## config.mk

```make
export PLATFORM = sky130hd
export DESIGN_NAME = camera_reply_receiver_unit
export DESIGN_NICKNAME = d
export VERILOG_FILES = /design/src/rtl/crr_pkg.sv /design/src/rtl/crr_decode.sv /design/src/rtl/camera_reply_receiver_unit.sv
export SDC_FILE = /design/constraint.sdc
export NUM_CORES = 1
export LEC_CHECK = 0
export BUFFER_PORTS_ARGS = -buffer_cell sky130_fd_sc_hd__buf_2
export CAP_MARGIN = 20
export CORE_ASPECT_RATIO = 1.25
export CORE_MARGIN = 4
export CORE_UTILIZATION = 28
export CTS_CLUSTER_SIZE = 28
export DETAILED_ROUTE_END_ITERATION = 8
export GPL_TIMING_DRIVEN = 0
export PLACE_DENSITY = 0.55
export SKIP_LAST_GASP = 1
export SYNTH_ARGS = -nofsm -noshare
export SYNTH_HDL_FRONTEND = slang
export SYNTH_HIERARCHICAL = 1
export SYNTH_SLANG_ARGS = --single-unit
export TNS_END_PERCENT = 30
```

## constraint.sdc

```tcl
create_clock -name clk -period 4.9 [get_ports clk]
set_input_delay 0.98 -clock clk [delete_from_list [all_inputs] [get_ports clk]]
set_output_delay 0.98 -clock clk [all_outputs]
set_load 0.005 [all_outputs]
```

## src/rtl/crr_pkg.sv

```systemverilog
// ----------------------------------------------------------------------------
// crr_pkg: shared types and constants of the camera reply receiver
// Sizes, framing bytes, inquiry codes, status codes and result structs.
// ----------------------------------------------------------------------------
package crr_pkg;

  localparam int MAX_REPLY_BYTES = 14;
  localparam int PENDING_DEPTH   = 8;
  localparam int CNT_W           = $clog2(MAX_REPLY_BYTES + 1);
  localparam int PCNT_W          = $clog2(PENDING_DEPTH + 1);

  // Only reply bytes two through seven are ever read by the field decoder.
  localparam int RB_FIRST = 2;
  localparam int RB_N     = 6;

  typedef logic [RB_N-1:0][7:0] reply_win_t;

  localparam logic [7:0] START_MASK = 8'h90;
  localparam logic [7:0] TERM_BYTE  = 8'hFF;

  localparam logic [1:0] CFG_ACK     = 2'd0;
  localparam logic [1:0] CFG_INQ     = 2'd1;
  localparam logic [1:0] CFG_ERR     = 2'd2;
  localparam logic [1:0] CFG_CMD     = 2'd3;

  localparam logic [2:0] CLS_NONE = 3'd0;
  localparam logic [2:0] CLS_ACK  = 3'd1;
  localparam logic [2:0] CLS_INQ  = 3'd2;
  localparam logic [2:0] CLS_ERR  = 3'd3;
  localparam logic [2:0] CLS_CMD  = 3'd4;

  localparam logic [1:0] PSTAT_NONE  = 2'd0;
  localparam logic [1:0] PSTAT_REPLY = 2'd1;
  localparam logic [1:0] PSTAT_INQ   = 2'd2;

  localparam logic [1:0] DSTAT_IDLE    = 2'd0;
  localparam logic [1:0] DSTAT_EMPTY   = 2'd1;
  localparam logic [1:0] DSTAT_UNKNOWN = 2'd2;
  localparam logic [1:0] DSTAT_DONE    = 2'd3;

  localparam logic [7:0] INQ_ZOOM      = 8'h47;
  localparam logic [7:0] INQ_FOCUS     = 8'h48;
  localparam logic [7:0] INQ_DZOOM_POS = 8'h46;
  localparam logic [7:0] INQ_SHUTTER   = 8'h4A;
  localparam logic [7:0] INQ_IRIS      = 8'h4B;
  localparam logic [7:0] INQ_GAIN      = 8'h4C;
  localparam logic [7:0] INQ_BRIGHT    = 8'h4D;
  localparam logic [7:0] INQ_DZOOM_ON  = 8'h06;
  localparam logic [7:0] INQ_FOCUS_AF  = 8'h38;
  localparam logic [7:0] INQ_DZOOM_MD  = 8'h36;
  localparam logic [7:0] INQ_WB        = 8'h35;
  localparam logic [7:0] INQ_NR        = 8'h53;
  localparam logic [7:0] INQ_AE        = 8'h39;
  localparam logic [7:0] INQ_VERSION   = 8'h02;
  localparam logic [7:0] INQ_LOG_51    = 8'h51;
  localparam logic [7:0] INQ_LOG_01    = 8'h01;
  localparam logic [7:0] INQ_LOG_28    = 8'h28;
  localparam logic [7:0] INQ_LOG_58    = 8'h58;
  localparam logic [7:0] INQ_LOG_57    = 8'h57;
  localparam logic [7:0] INQ_LOG_27    = 8'h27;
  localparam logic [7:0] INQ_LOG_11    = 8'h11;
  localparam logic [7:0] INQ_LOG_3D    = 8'h3D;
  localparam logic [7:0] INQ_LOG_34    = 8'h34;
  localparam logic [7:0] INQ_LOG_37    = 8'h37;
  localparam logic [7:0] INQ_LOG_50    = 8'h50;

  localparam logic [7:0] MODE_ON  = 8'h02;
  localparam logic [7:0] MODE_OFF = 8'h00;
  localparam logic [7:0] NIB_MASK = 8'h0F;

  typedef struct packed {
    logic        known;
    logic [15:0] main_value;
    logic [15:0] extra_value;
  } dec_t;

  typedef struct packed {
    logic [1:0]  packet_status;
    logic [1:0]  decode_status;
    logic [7:0]  inquiry_code;
    logic [15:0] main_value;
    logic [15:0] extra_value;
    logic        queue_dropped;
  } res_t;

endpackage

```

## src/rtl/crr_decode.sv

```systemverilog
// ----------------------------------------------------------------------------
// crr_decode: inquiry field extraction
// Selects the fields of a stored reply that the popped inquiry code names.
// ----------------------------------------------------------------------------
module crr_decode
  import crr_pkg::*;
(
  input  logic [7:0] code,
  input  reply_win_t win,
  output dec_t       dec
);

  logic [7:0] b2, b3, b4, b5, b6, b7;

  assign b2 = win[0];
  assign b3 = win[1];
  assign b4 = win[2];
  assign b5 = win[3];
  assign b6 = win[4];
  assign b7 = win[5];

  always_comb begin
    dec.known       = 1'b1;
    dec.main_value  = '0;
    dec.extra_value = '0;
    case (code)
      INQ_ZOOM, INQ_FOCUS: begin
        dec.main_value = {b2[3:0], b3[3:0], b4[3:0], b5[3:0]};
      end
      INQ_DZOOM_POS, INQ_SHUTTER, INQ_IRIS, INQ_GAIN, INQ_BRIGHT: begin
        dec.main_value = {8'h00, b4[3:0], b5[3:0]};
      end
      INQ_DZOOM_ON, INQ_FOCUS_AF: begin
        dec.main_value = {15'd0, b2 == MODE_ON};
      end
      INQ_DZOOM_MD: begin
        dec.main_value = {15'd0, b2 != MODE_OFF};
      end
      INQ_WB, INQ_NR, INQ_AE: begin
        dec.main_value = {8'h00, b2};
      end
      INQ_VERSION: begin
        dec.main_value  = {b2, b3};
        dec.extra_value = {b6, b7};
      end
      INQ_LOG_51, INQ_LOG_01, INQ_LOG_28, INQ_LOG_58, INQ_LOG_57, INQ_LOG_27,
      INQ_LOG_11, INQ_LOG_3D, INQ_LOG_34, INQ_LOG_37, INQ_LOG_50: begin
        dec.main_value = '0;
      end
      default: begin
        dec.known = 1'b0;
      end
    endcase
  end

endmodule

```

## src/rtl/camera_reply_receiver_unit.sv

```systemverilog
// ----------------------------------------------------------------------------
// camera_reply_receiver_unit: camera reply framing and inquiry decoding
// Each accepted input beat yields a registered result beat; throughput is
// one beat per cycle unless the input stalls on a full two-entry result
// buffer, which takes the next beat while a stalled consumer holds a result.
// Synchronous active-low reset clears framing, queue count and buffer count.
// ----------------------------------------------------------------------------
module camera_reply_receiver_unit
  import crr_pkg::*;
(
  input  logic        clk,
  input  logic        rst_n,
  input  logic        in_valid,
  output logic        in_stall,
  input  logic        in_kind,
  input  logic [7:0]  in_byte_value,
  output logic        out_valid,
  input  logic        out_stall,
  output logic [1:0]  out_packet_status,
  output logic [1:0]  out_decode_status,
  output logic [7:0]  out_inquiry_code,
  output logic [15:0] out_main_value,
  output logic [15:0] out_extra_value,
  output logic        out_queue_dropped,
  input  logic        cfg_valid,
  output logic        cfg_ready,
  input  logic [1:0]  cfg_index,
  input  logic [7:0]  cfg_wdata
);

  logic [7:0] ack_code_r, inq_code_r, err_code_r, cmd_code_r;

  reply_win_t        win_r, win_nxt, win_wr;
  logic [CNT_W-1:0]  cnt_r, cnt_nxt;
  logic              in_pkt_r, in_pkt_nxt;
  logic [2:0]        cls_r, cls_nxt;
  logic [PENDING_DEPTH-1:0][7:0] pq_r, pq_nxt;
  logic [PCNT_W-1:0] pcnt_r, pcnt_nxt;

  res_t       head_r, skid_r, res;
  logic [1:0] ocnt_r;
  logic       push, pop;
  dec_t       dec;

  assign cfg_ready = 1'b1;
  assign in_stall  = (ocnt_r == 2'd2);
  assign out_valid = (ocnt_r != 2'd0);
  assign push      = in_valid && !in_stall;
  assign pop       = out_valid && !out_stall;

  // The decoder sees the reply including the byte of this beat.
  always_comb begin
    win_wr = win_r;
    for (int i = 0; i < RB_N; i++) begin
      if (cnt_r == CNT_W'(i + RB_FIRST)) begin
        win_wr[i] = in_byte_value;
      end
    end
  end

  crr_decode u_decode (
    .code (pq_r[0]),
    .win  (win_wr),
    .dec  (dec)
  );

  always_comb begin
    win_nxt    = win_r;
    cnt_nxt    = cnt_r;
    in_pkt_nxt = in_pkt_r;
    cls_nxt    = cls_r;
    pq_nxt     = pq_r;
    pcnt_nxt   = pcnt_r;
    res        = '0;
    if (in_kind) begin
      if (pcnt_r < PCNT_W'(PENDING_DEPTH)) begin
        for (int i = 0; i < PENDING_DEPTH; i++) begin
          if (pcnt_r == PCNT_W'(i)) begin
            pq_nxt[i] = in_byte_value;
          end
        end
        pcnt_nxt = pcnt_r + 1'b1;
      end else begin
        res.queue_dropped = 1'b1;
      end
    end else if (cnt_r >= CNT_W'(MAX_REPLY_BYTES)) begin
      win_nxt    = '0;
      cnt_nxt    = '0;
      in_pkt_nxt = 1'b0;
      cls_nxt    = CLS_NONE;
    end else begin
      if (in_pkt_r || ((in_byte_value & START_MASK) == START_MASK)) begin
        win_nxt = win_wr;
      end
      if (in_byte_value == TERM_BYTE && in_pkt_r) begin
        cnt_nxt    = '0;
        in_pkt_nxt = 1'b0;
        cls_nxt    = CLS_NONE;
        if (cls_r == CLS_INQ) begin
          res.packet_status = PSTAT_INQ;
          if (pcnt_r == '0) begin
            res.decode_status = DSTAT_EMPTY;
          end else begin
            res.inquiry_code = pq_r[0];
            for (int i = 0; i < PENDING_DEPTH - 1; i++) begin
              pq_nxt[i] = pq_r[i+1];
            end
            pcnt_nxt = pcnt_r - 1'b1;
            if (dec.known) begin
              res.decode_status = DSTAT_DONE;
              res.main_value    = dec.main_value;
              res.extra_value   = dec.extra_value;
            end else begin
              res.decode_status = DSTAT_UNKNOWN;
            end
          end
        end else if (cls_r != CLS_NONE) begin
          res.packet_status = PSTAT_REPLY;
        end
      end else if ((in_byte_value & START_MASK) == START_MASK && !in_pkt_r) begin
        in_pkt_nxt = 1'b1;
        cnt_nxt    = cnt_r + 1'b1;
      end else if (in_pkt_r) begin
        cnt_nxt = cnt_r + 1'b1;
        if (cls_r == CLS_NONE && cnt_r == CNT_W'(1)) begin
          if (in_byte_value == ack_code_r) begin
            cls_nxt = CLS_ACK;
          end else if (in_byte_value == inq_code_r) begin
            cls_nxt = CLS_INQ;
          end else if (in_byte_value == err_code_r) begin
            cls_nxt = CLS_ERR;
          end else if (in_byte_value == cmd_code_r) begin
            cls_nxt = CLS_CMD;
          end
        end
      end
    end
  end

  always_ff @(posedge clk) begin
    if (!rst_n) begin
      ack_code_r <= 8'h41;
      inq_code_r <= 8'h50;
      err_code_r <= 8'h60;
      cmd_code_r <= 8'h51;
    end else if (cfg_valid && cfg_ready) begin
      case (cfg_index)
        CFG_ACK: ack_code_r <= cfg_wdata;
        CFG_INQ: inq_code_r <= cfg_wdata;
        CFG_ERR: err_code_r <= cfg_wdata;
        CFG_CMD: cmd_code_r <= cfg_wdata;
        default: ack_code_r <= ack_code_r;
      endcase
    end
  end

  always_ff @(posedge clk) begin
    if (!rst_n) begin
      cnt_r    <= '0;
      in_pkt_r <= 1'b0;
      cls_r    <= CLS_NONE;
      pcnt_r   <= '0;
      win_r    <= '0;
    end else if (push) begin
      cnt_r    <= cnt_nxt;
      in_pkt_r <= in_pkt_nxt;
      cls_r    <= cls_nxt;
      pcnt_r   <= pcnt_nxt;
      win_r    <= win_nxt;
    end
  end

  always_ff @(posedge clk) begin
    if (push) begin
      pq_r <= pq_nxt;
    end
  end

  always_ff @(posedge clk) begin
    if (!rst_n) begin
      ocnt_r <= 2'd0;
    end else begin
      ocnt_r <= ocnt_r + {1'b0, push} - {1'b0, pop};
    end
  end

  always_ff @(posedge clk) begin
    if (push && (ocnt_r == 2'd0 || (ocnt_r == 2'd1 && pop))) begin
      head_r <= res;
    end else if (pop && ocnt_r == 2'd2) begin
      head_r <= skid_r;
    end
    if (push && ocnt_r == 2'd1 && !pop) begin
      skid_r <= res;
    end
  end

  assign out_packet_status = head_r.packet_status;
  assign out_decode_status = head_r.decode_status;
  assign out_inquiry_code  = head_r.inquiry_code;
  assign out_main_value    = head_r.main_value;
  assign out_extra_value   = head_r.extra_value;
  assign out_queue_dropped = head_r.queue_dropped;

endmodule

```

==> impl_metrics.yaml, run 1 <==
run_status:
  status: "complete, no violations"
timing:
  worst_slew_pin_slew_ns: 1.00
  slew_violations: 0
  clock.fmax_ghz: 0.266
  clock_skew_ns: 0.0197
  finalSetupViolCount: 0
  period_minus_slack_ns: 3.77
  worst_slew_margin_rel: 0.333
  tns_ns: 0
  period_share: 0.769
  hold_viol: 0
  rsz0062_at_grt: "false"
synthesis:
  synth_warnings: 6
  synth_cells: 1039
  synth_nets: 1073
  synthesis.area_um2: 11200
  avgSynthCellArea_um2: 10.8
job:
  drv_cap: 0
cts:
  path_clk_slew_ns: 0.06
  root_buffer: "clkbuf_16"
  cts_made_buffers: 28
  clock-sinks: 240
  cts_hold_buf: 0
  post_cts_buffers: 0
  cts_tree: "yes"
  cts_resized: 0
  cts.htree.levels: 1
  insertion_delay_ns: 0.56
  clockBufferDepth: 3
grt:
  grt_util_all_layers: 0.122
  grt_pass1_wl_um: 43100
  overflow: 0
  antenna_found_initial: 1
  grt_max_degree: 30
  grt_pass1_vias: 7949
die:
  chipWidth_um: 187
  coreArea_um2: 39300
  io_pins: 72
  rows: 81
  die_h_um: 232
  start_util: 0.285
  dieArea_um2: 43300
route:
  via_count: 7785
  wire_per_inst_um: 16.3
  route.detailed.drc: 0
  route.final.wire_length_um: 27100
  dr.pass1.iters: 5
  vias_per_cell: 4.68
  antenna_left: 0
  drtIter0Drc: 390
finish:
  utilization: 0.336
  diodes: 0
  final_cells: 1664
  finalNetCount: 1178
  drive_gt1_frac: 0.202
  fillCellCount: 4015
  area_growth_pct: 18.0
setup_path:
  max_stage_delay_ns: 0.62
  cp.arrival_ns: 4.06
  worstSetupStartpointType: "register"
  worstPathRequired_ns: 5.19
  worstSetupPathType: "reg2reg"
  cp_top_family: "simple AND/OR/NAND/NOR gates"
  cp_num_buf_inv: 0
  path_max_fanout: 8
  endpoint_kind: "register"
  worstPathCellList: "ha_1 -> nor3b_2 -> mux2_2 -> or4_1 -> nor4_1 -> mux2_2 -> nand3_1 -> nand3_1 -> and2_1 -> mux2_2"
  slowest_stage: "nor3b_2"
  path_common_cell: "mux2_2"
place:
  placedCellCount: 1612
  port_buffers: 70
  gp_congestion: 0.764
  place_hpwl_um: 19500
power:
  leakage_uw: 0.00495
  p_sw_uw: 1320
  clockPowerShare: 0.407
  pwr-share-seq: 0.460
  p_int_uw: 3970
  peakVddDrop_mv: 0.248
  swShare: 0.250
  p_per_area_nw_per_um2: 400
  pwr-share-comb: 0.133
min_path:
  hold_class: "reg2reg"
-- power groups by stage --
stage	clock network, µW	registers [µW]	logic, µW
after floorplan	0	2500	403
after global placement	0	2500	678
after detailed placement	0	2480	718
after CTS	2210	2430	722
after global routing	2290	2450	785
final	2150	2430	703
-- metrics by stage --
stage	instance area, µm²	power (µW)	hold WS (ns)	setup slack (ns)
3_3_place_gp	12200	3180	0.434	-1.96
4_1_cts	13200	5370	0.450	1.14
2_1_floorplan	11200	2900	0.428	0.212
3_5_place_dp	12300	3190	0.442	0.951
6_report	13200	5290	0.448	1.13
5_1_grt	13200	5520	0.468	0.972
-- per-layer routing --
layer	share of wire	up-vias	global-route usage
met3	0.048	51	0.0209
li1	-	3865	-
met5	0.00048	-	0
met1	0.45	3710	0.160
met2	0.47	157	0.206
met4	0.027	2	0.0402
-- final timing paths --
kind | from | endpoint | slack, ns | cells past startpoint
worst max register to register | cnt_r[1]$_SDFFE_PN0P_ | out_main_value[0]$_DFFE_PP_ | 1.13 | 10
worst min-delay path | win_r[37]$_SDFFE_PN0P_ | win_r[37]$_SDFFE_PN0P_ | 0.45 | 2
worst max-delay path | cnt_r[1]$_SDFFE_PN0P_ | out_main_value[0]$_DFFE_PP_ | 1.13 | 10
worst min register to register | win_r[37]$_SDFFE_PN0P_ | win_r[37]$_SDFFE_PN0P_ | 0.45 | 2
-- cell usage in the layout (no fill, tap or decap), types with 7 or more instances in the layout --
cell	instances
inv_1	69
mux2_2	85
nor2_1	31
xor2_1	11
nor4_1	7
a22o_1	10
a21oi_1	67
nand2_1	131
ha_1	10
a22oi_1	7
and2_1	58
edfxtp_1	154
buf_1	10
xnor2_1	28
buf_2	80
clkbuf_1	51
o21ai_0	63
nand4_1	11
dfxtp_1	86
mux2i_1	18
clkbuf_16	28
nand3_1	54
clkinv_1	7
-- worst register-to-register path, delay by kind of cell (launching register included) --
| kind | cells | cell delay (ns) |
|---|---|---|
| mux | 3 | 1.09 |
| fa+ha+maj | 1 | 0.26 |
| simple gates | 6 | 1.72 |
| flops | 1 | 0.45 |
-- state kept, by name, summed over array words and instances, names as in the netlist, 3 cells and up --
signal	flops
out_extra_value	16
err_code_r	8
out_main_value	16
win_r	40
cnt_r	4
ack_code_r	8
inq_code_r	8
skid_r	45
cls_r	3
pcnt_r	4
pq_r	64
cmd_code_r	8
out_inquiry_code	8
-- cell type report --
type	count	area, µm²	share of cell area
flip-flops and latches	240	6350	0.480
multi-input cells	660	4340	0.328
repair buffers	75	415	0.0314
clock buffers	32	716	0.0541
inverters	70	263	0.0199
well taps	498	623	0.0471
clock inverters	20	241	0.0183
plain buffers	69	283	0.0214
(Power assumes the default switching activity.)
==> run 2: changes to the inputs <==
--- a/config.mk
+++ b/config.mk
@@ -13,7 +13,7 @@
 export CTS_CLUSTER_SIZE = 28
 export DETAILED_ROUTE_END_ITERATION = 8
 export GPL_TIMING_DRIVEN = 0
-export PLACE_DENSITY = 0.55
+export PLACE_DENSITY = 0.54
 export SKIP_LAST_GASP = 1
 export SYNTH_ARGS = -nofsm -noshare
 export SYNTH_HDL_FRONTEND = slang
==> constraint.sdc (replaced) <==
create_clock -name clk -period 3.72 [get_ports clk]
set_input_delay 0.744 -clock clk [delete_from_list [all_inputs] [get_ports clk]]
set_output_delay 0.744 -clock clk [all_outputs]
set_load 0.005 [all_outputs]
==> impl_metrics.yaml, run 2 (synthesized netlist as in run 1, its figures left out) <==
cts:
  path_clk_slew_ns: 0.06
  cts_hold_buf: 0
  cts_tree: "yes"
  cts_made_buffers: 26
  post_cts_buffers: 0
  root_buffer: "clkbuf_16"
  insertion_delay_ns: 0.53
  clockBufferDepth: 3
  clock-sinks: 240
  cts.htree.levels: 1
route:
  via_count: 7790
  dr.pass1.iters: 5
  vias_per_cell: 4.70
  route.final.wire_length_um: 26700
  drtIter0Drc: 435
  wire_per_inst_um: 16.1
  antenna_left: 0
  route.detailed.drc: 0
power:
  pwr-share-comb: 0.138
  clockPowerShare: 0.384
  p_per_area_nw_per_um2: 509
  p_int_uw: 5030
  leakage_uw: 0.00489
  pwr-share-seq: 0.479
  swShare: 0.248
  power_uw: 6680
  peakVddDrop_mv: 0.314
  p_sw_uw: 1660
setup_path:
  r2r_end: "out_main_value[0]$_DFFE_PP_"
  path_common_cell: "mux2_2"
  max_stage_delay_ns: 0.52
  worstPathCellList: "ha_1 -> nor3b_4 -> mux2_2 -> or4_1 -> nor4_1 -> mux2_2 -> nand3_1 -> nand3_1 -> and2_1 -> mux2_2"
  worstSetupStartpointType: "register"
  worst-r2r-cell-count: 10
  r2r_slack_ns: 0.11
  worstPathRequired_ns: 4.00
  worstReg2RegStart: "cnt_r[1]$_SDFFE_PN0P_"
  slowest_stage: "or4_1"
  endpoint_kind: "register"
  cp.arrival_ns: 3.89
  worstSetupPathType: "reg2reg"
  path_max_fanout: 8
min_path:
  whs_path_depth: 2
  worstHoldStart: "win_r[2]$_SDFFE_PN0P_"
  whs_endpoint: "win_r[2]$_SDFFE_PN0P_"
  hold_class: "reg2reg"
finish:
  top_register: "pq_r"
  utilization: 0.334
  design_area_um2: 13100
  layout_common_cells: "edfxtp_1, nand2_1, dfxtp_1"
  final_common_cell: "edfxtp_1"
  finalNetCount: 1176
  largest_register_ffs: 64
  diodes: 0
  area_growth_pct: 17.0
  reg_top3: "pq_r: 64 flops, skid_r: 45 flops, win_r: 40 flops"
  drive_gt1_frac: 0.197
timing:
  clock_skew_ns: 0.00978
  slew_violations: 0
  rsz0062_at_grt: "true"
  tns_ns: 0
  period_share: 0.971
  worst_slew_margin_rel: 0.312
  clock.fmax_ghz: 0.277
  worst_slew_pin_slew_ns: 1.03
  period_minus_slack_ns: 3.61
  hold_viol: 0
  holdWs_ns: 0.447
  finalSetupViolCount: 0
die:
  io_pins: 72
  coreArea_um2: 39300
  rows: 81
  dieArea_um2: 43300
  die_h_um: 232
  start_util: 0.285
  chipWidth_um: 187
grt:
  grt_util_all_layers: 0.119
  grt_pass1_vias: 7575
  overflow: 0
  grt_pass1_wl_um: 42100
  antenna_found_initial: 2
  grt_max_degree: 30
place:
  place_area_um2: 12300
  place_hpwl_um: 19100
  gp_congestion: 0.755
  port_buffers: 70
run_status:
  status: "complete, no violations"
job:
  drv_cap: 0
==> run 2: cell types whose count changed in the layout (fill, tap and decap cells not counted), moves of 2 or more <==
cell / previous run / this run
bufinv_16: 5 / 3
clkinv_1: 7 / 5
clkbuf_1: 51 / 55
clkinv_2: 4 / 2
==> run 2: layer usage <==
metal / track usage / vias up / wire length, µm / share of wire
met5: 0 / - / 21 / 0.00079
met4: 0.0314 / 4 / 529 / 0.020
met3: 0.0250 / 47 / 1630 / 0.061
met2: 0.200 / 174 / 12600 / 0.47
met1: 0.158 / 3726 / 11900 / 0.45
li1: - / 3839 / - / -
==> run 2: worst max-delay path by stage <==
| stage | start | endpoint | slack (ns) | cells past startpoint |
|---|---|---|---|---|
| floorplan | in_valid | skid_r[0]$_DFFE_PP_ | -0.69 | 2 |
| global placement | in_valid | skid_r[38]$_DFFE_PP_ | -2.84 | 3 |
| detailed placement | cnt_r[1]$_SDFFE_PN0P_ | out_main_value[0]$_DFFE_PP_ | -0.03 | 10 |
| CTS | cnt_r[1]$_SDFFE_PN0P_ | out_main_value[0]$_DFFE_PP_ | 0.11 | 10 |
| global route | cnt_r[0]$_SDFFE_PN0P_ | pq_r[7]$_DFFE_PP_ | -0.1 | 8 |
| finish | cnt_r[1]$_SDFFE_PN0P_ | out_main_value[0]$_DFFE_PP_ | 0.11 | 10 |
==> run 2: through the flow <==
stage,std cells,worst slack [ns]
4_1_cts,1659,0.115
3_5_place_dp,1612,-0.0297
5_1_grt,1659,-0.0993
2_1_floorplan,1039,-0.689
3_3_place_gp,1607,-2.84
6_report,1659,0.108
==> run 2: final cells by class <==
| type | instances | area [µm²] |
|---|---|---|
| sequential | 240 | 6350 |
| buffer | 69 | 283 |
| fill | 3992 | 26200 |
| multi-input combinational | 660 | 4350 |
| clock buffer | 35 | 706 |
| tap | 498 | 623 |
| inverter | 70 | 263 |
| timing repair buffer | 75 | 415 |
| clock inverter | 12 | 135 |
==> run 2: timing repair <==
item,4_1_cts,5_1_grt
gates resized for setup,1,0
setup endpoints to repair,1,57
endpoints found under the hold margin,0,0
==> run 2: power groups by stage <==
| stage | clock [µW] | combinational, µW | sequential, µW |
|---|---|---|---|
| after floorplan | 0 | 531 | 3280 |
| after global placement | 0 | 893 | 3290 |
| after detailed placement | 0 | 939 | 3260 |
| after CTS | 2650 | 944 | 3200 |
| after global routing | 2750 | 1030 | 3220 |
| final | 2560 | 919 | 3200 |
==> run 2: worst max-delay path, delay by kind of cell, from the launching register on <==
family,cells,cell delay (ns)
AND/OR/NAND/NOR,6,1.57
multiplexers,3,1.07
flip-flops,1,0.44
adder cells (fa/ha/maj),1,0.27
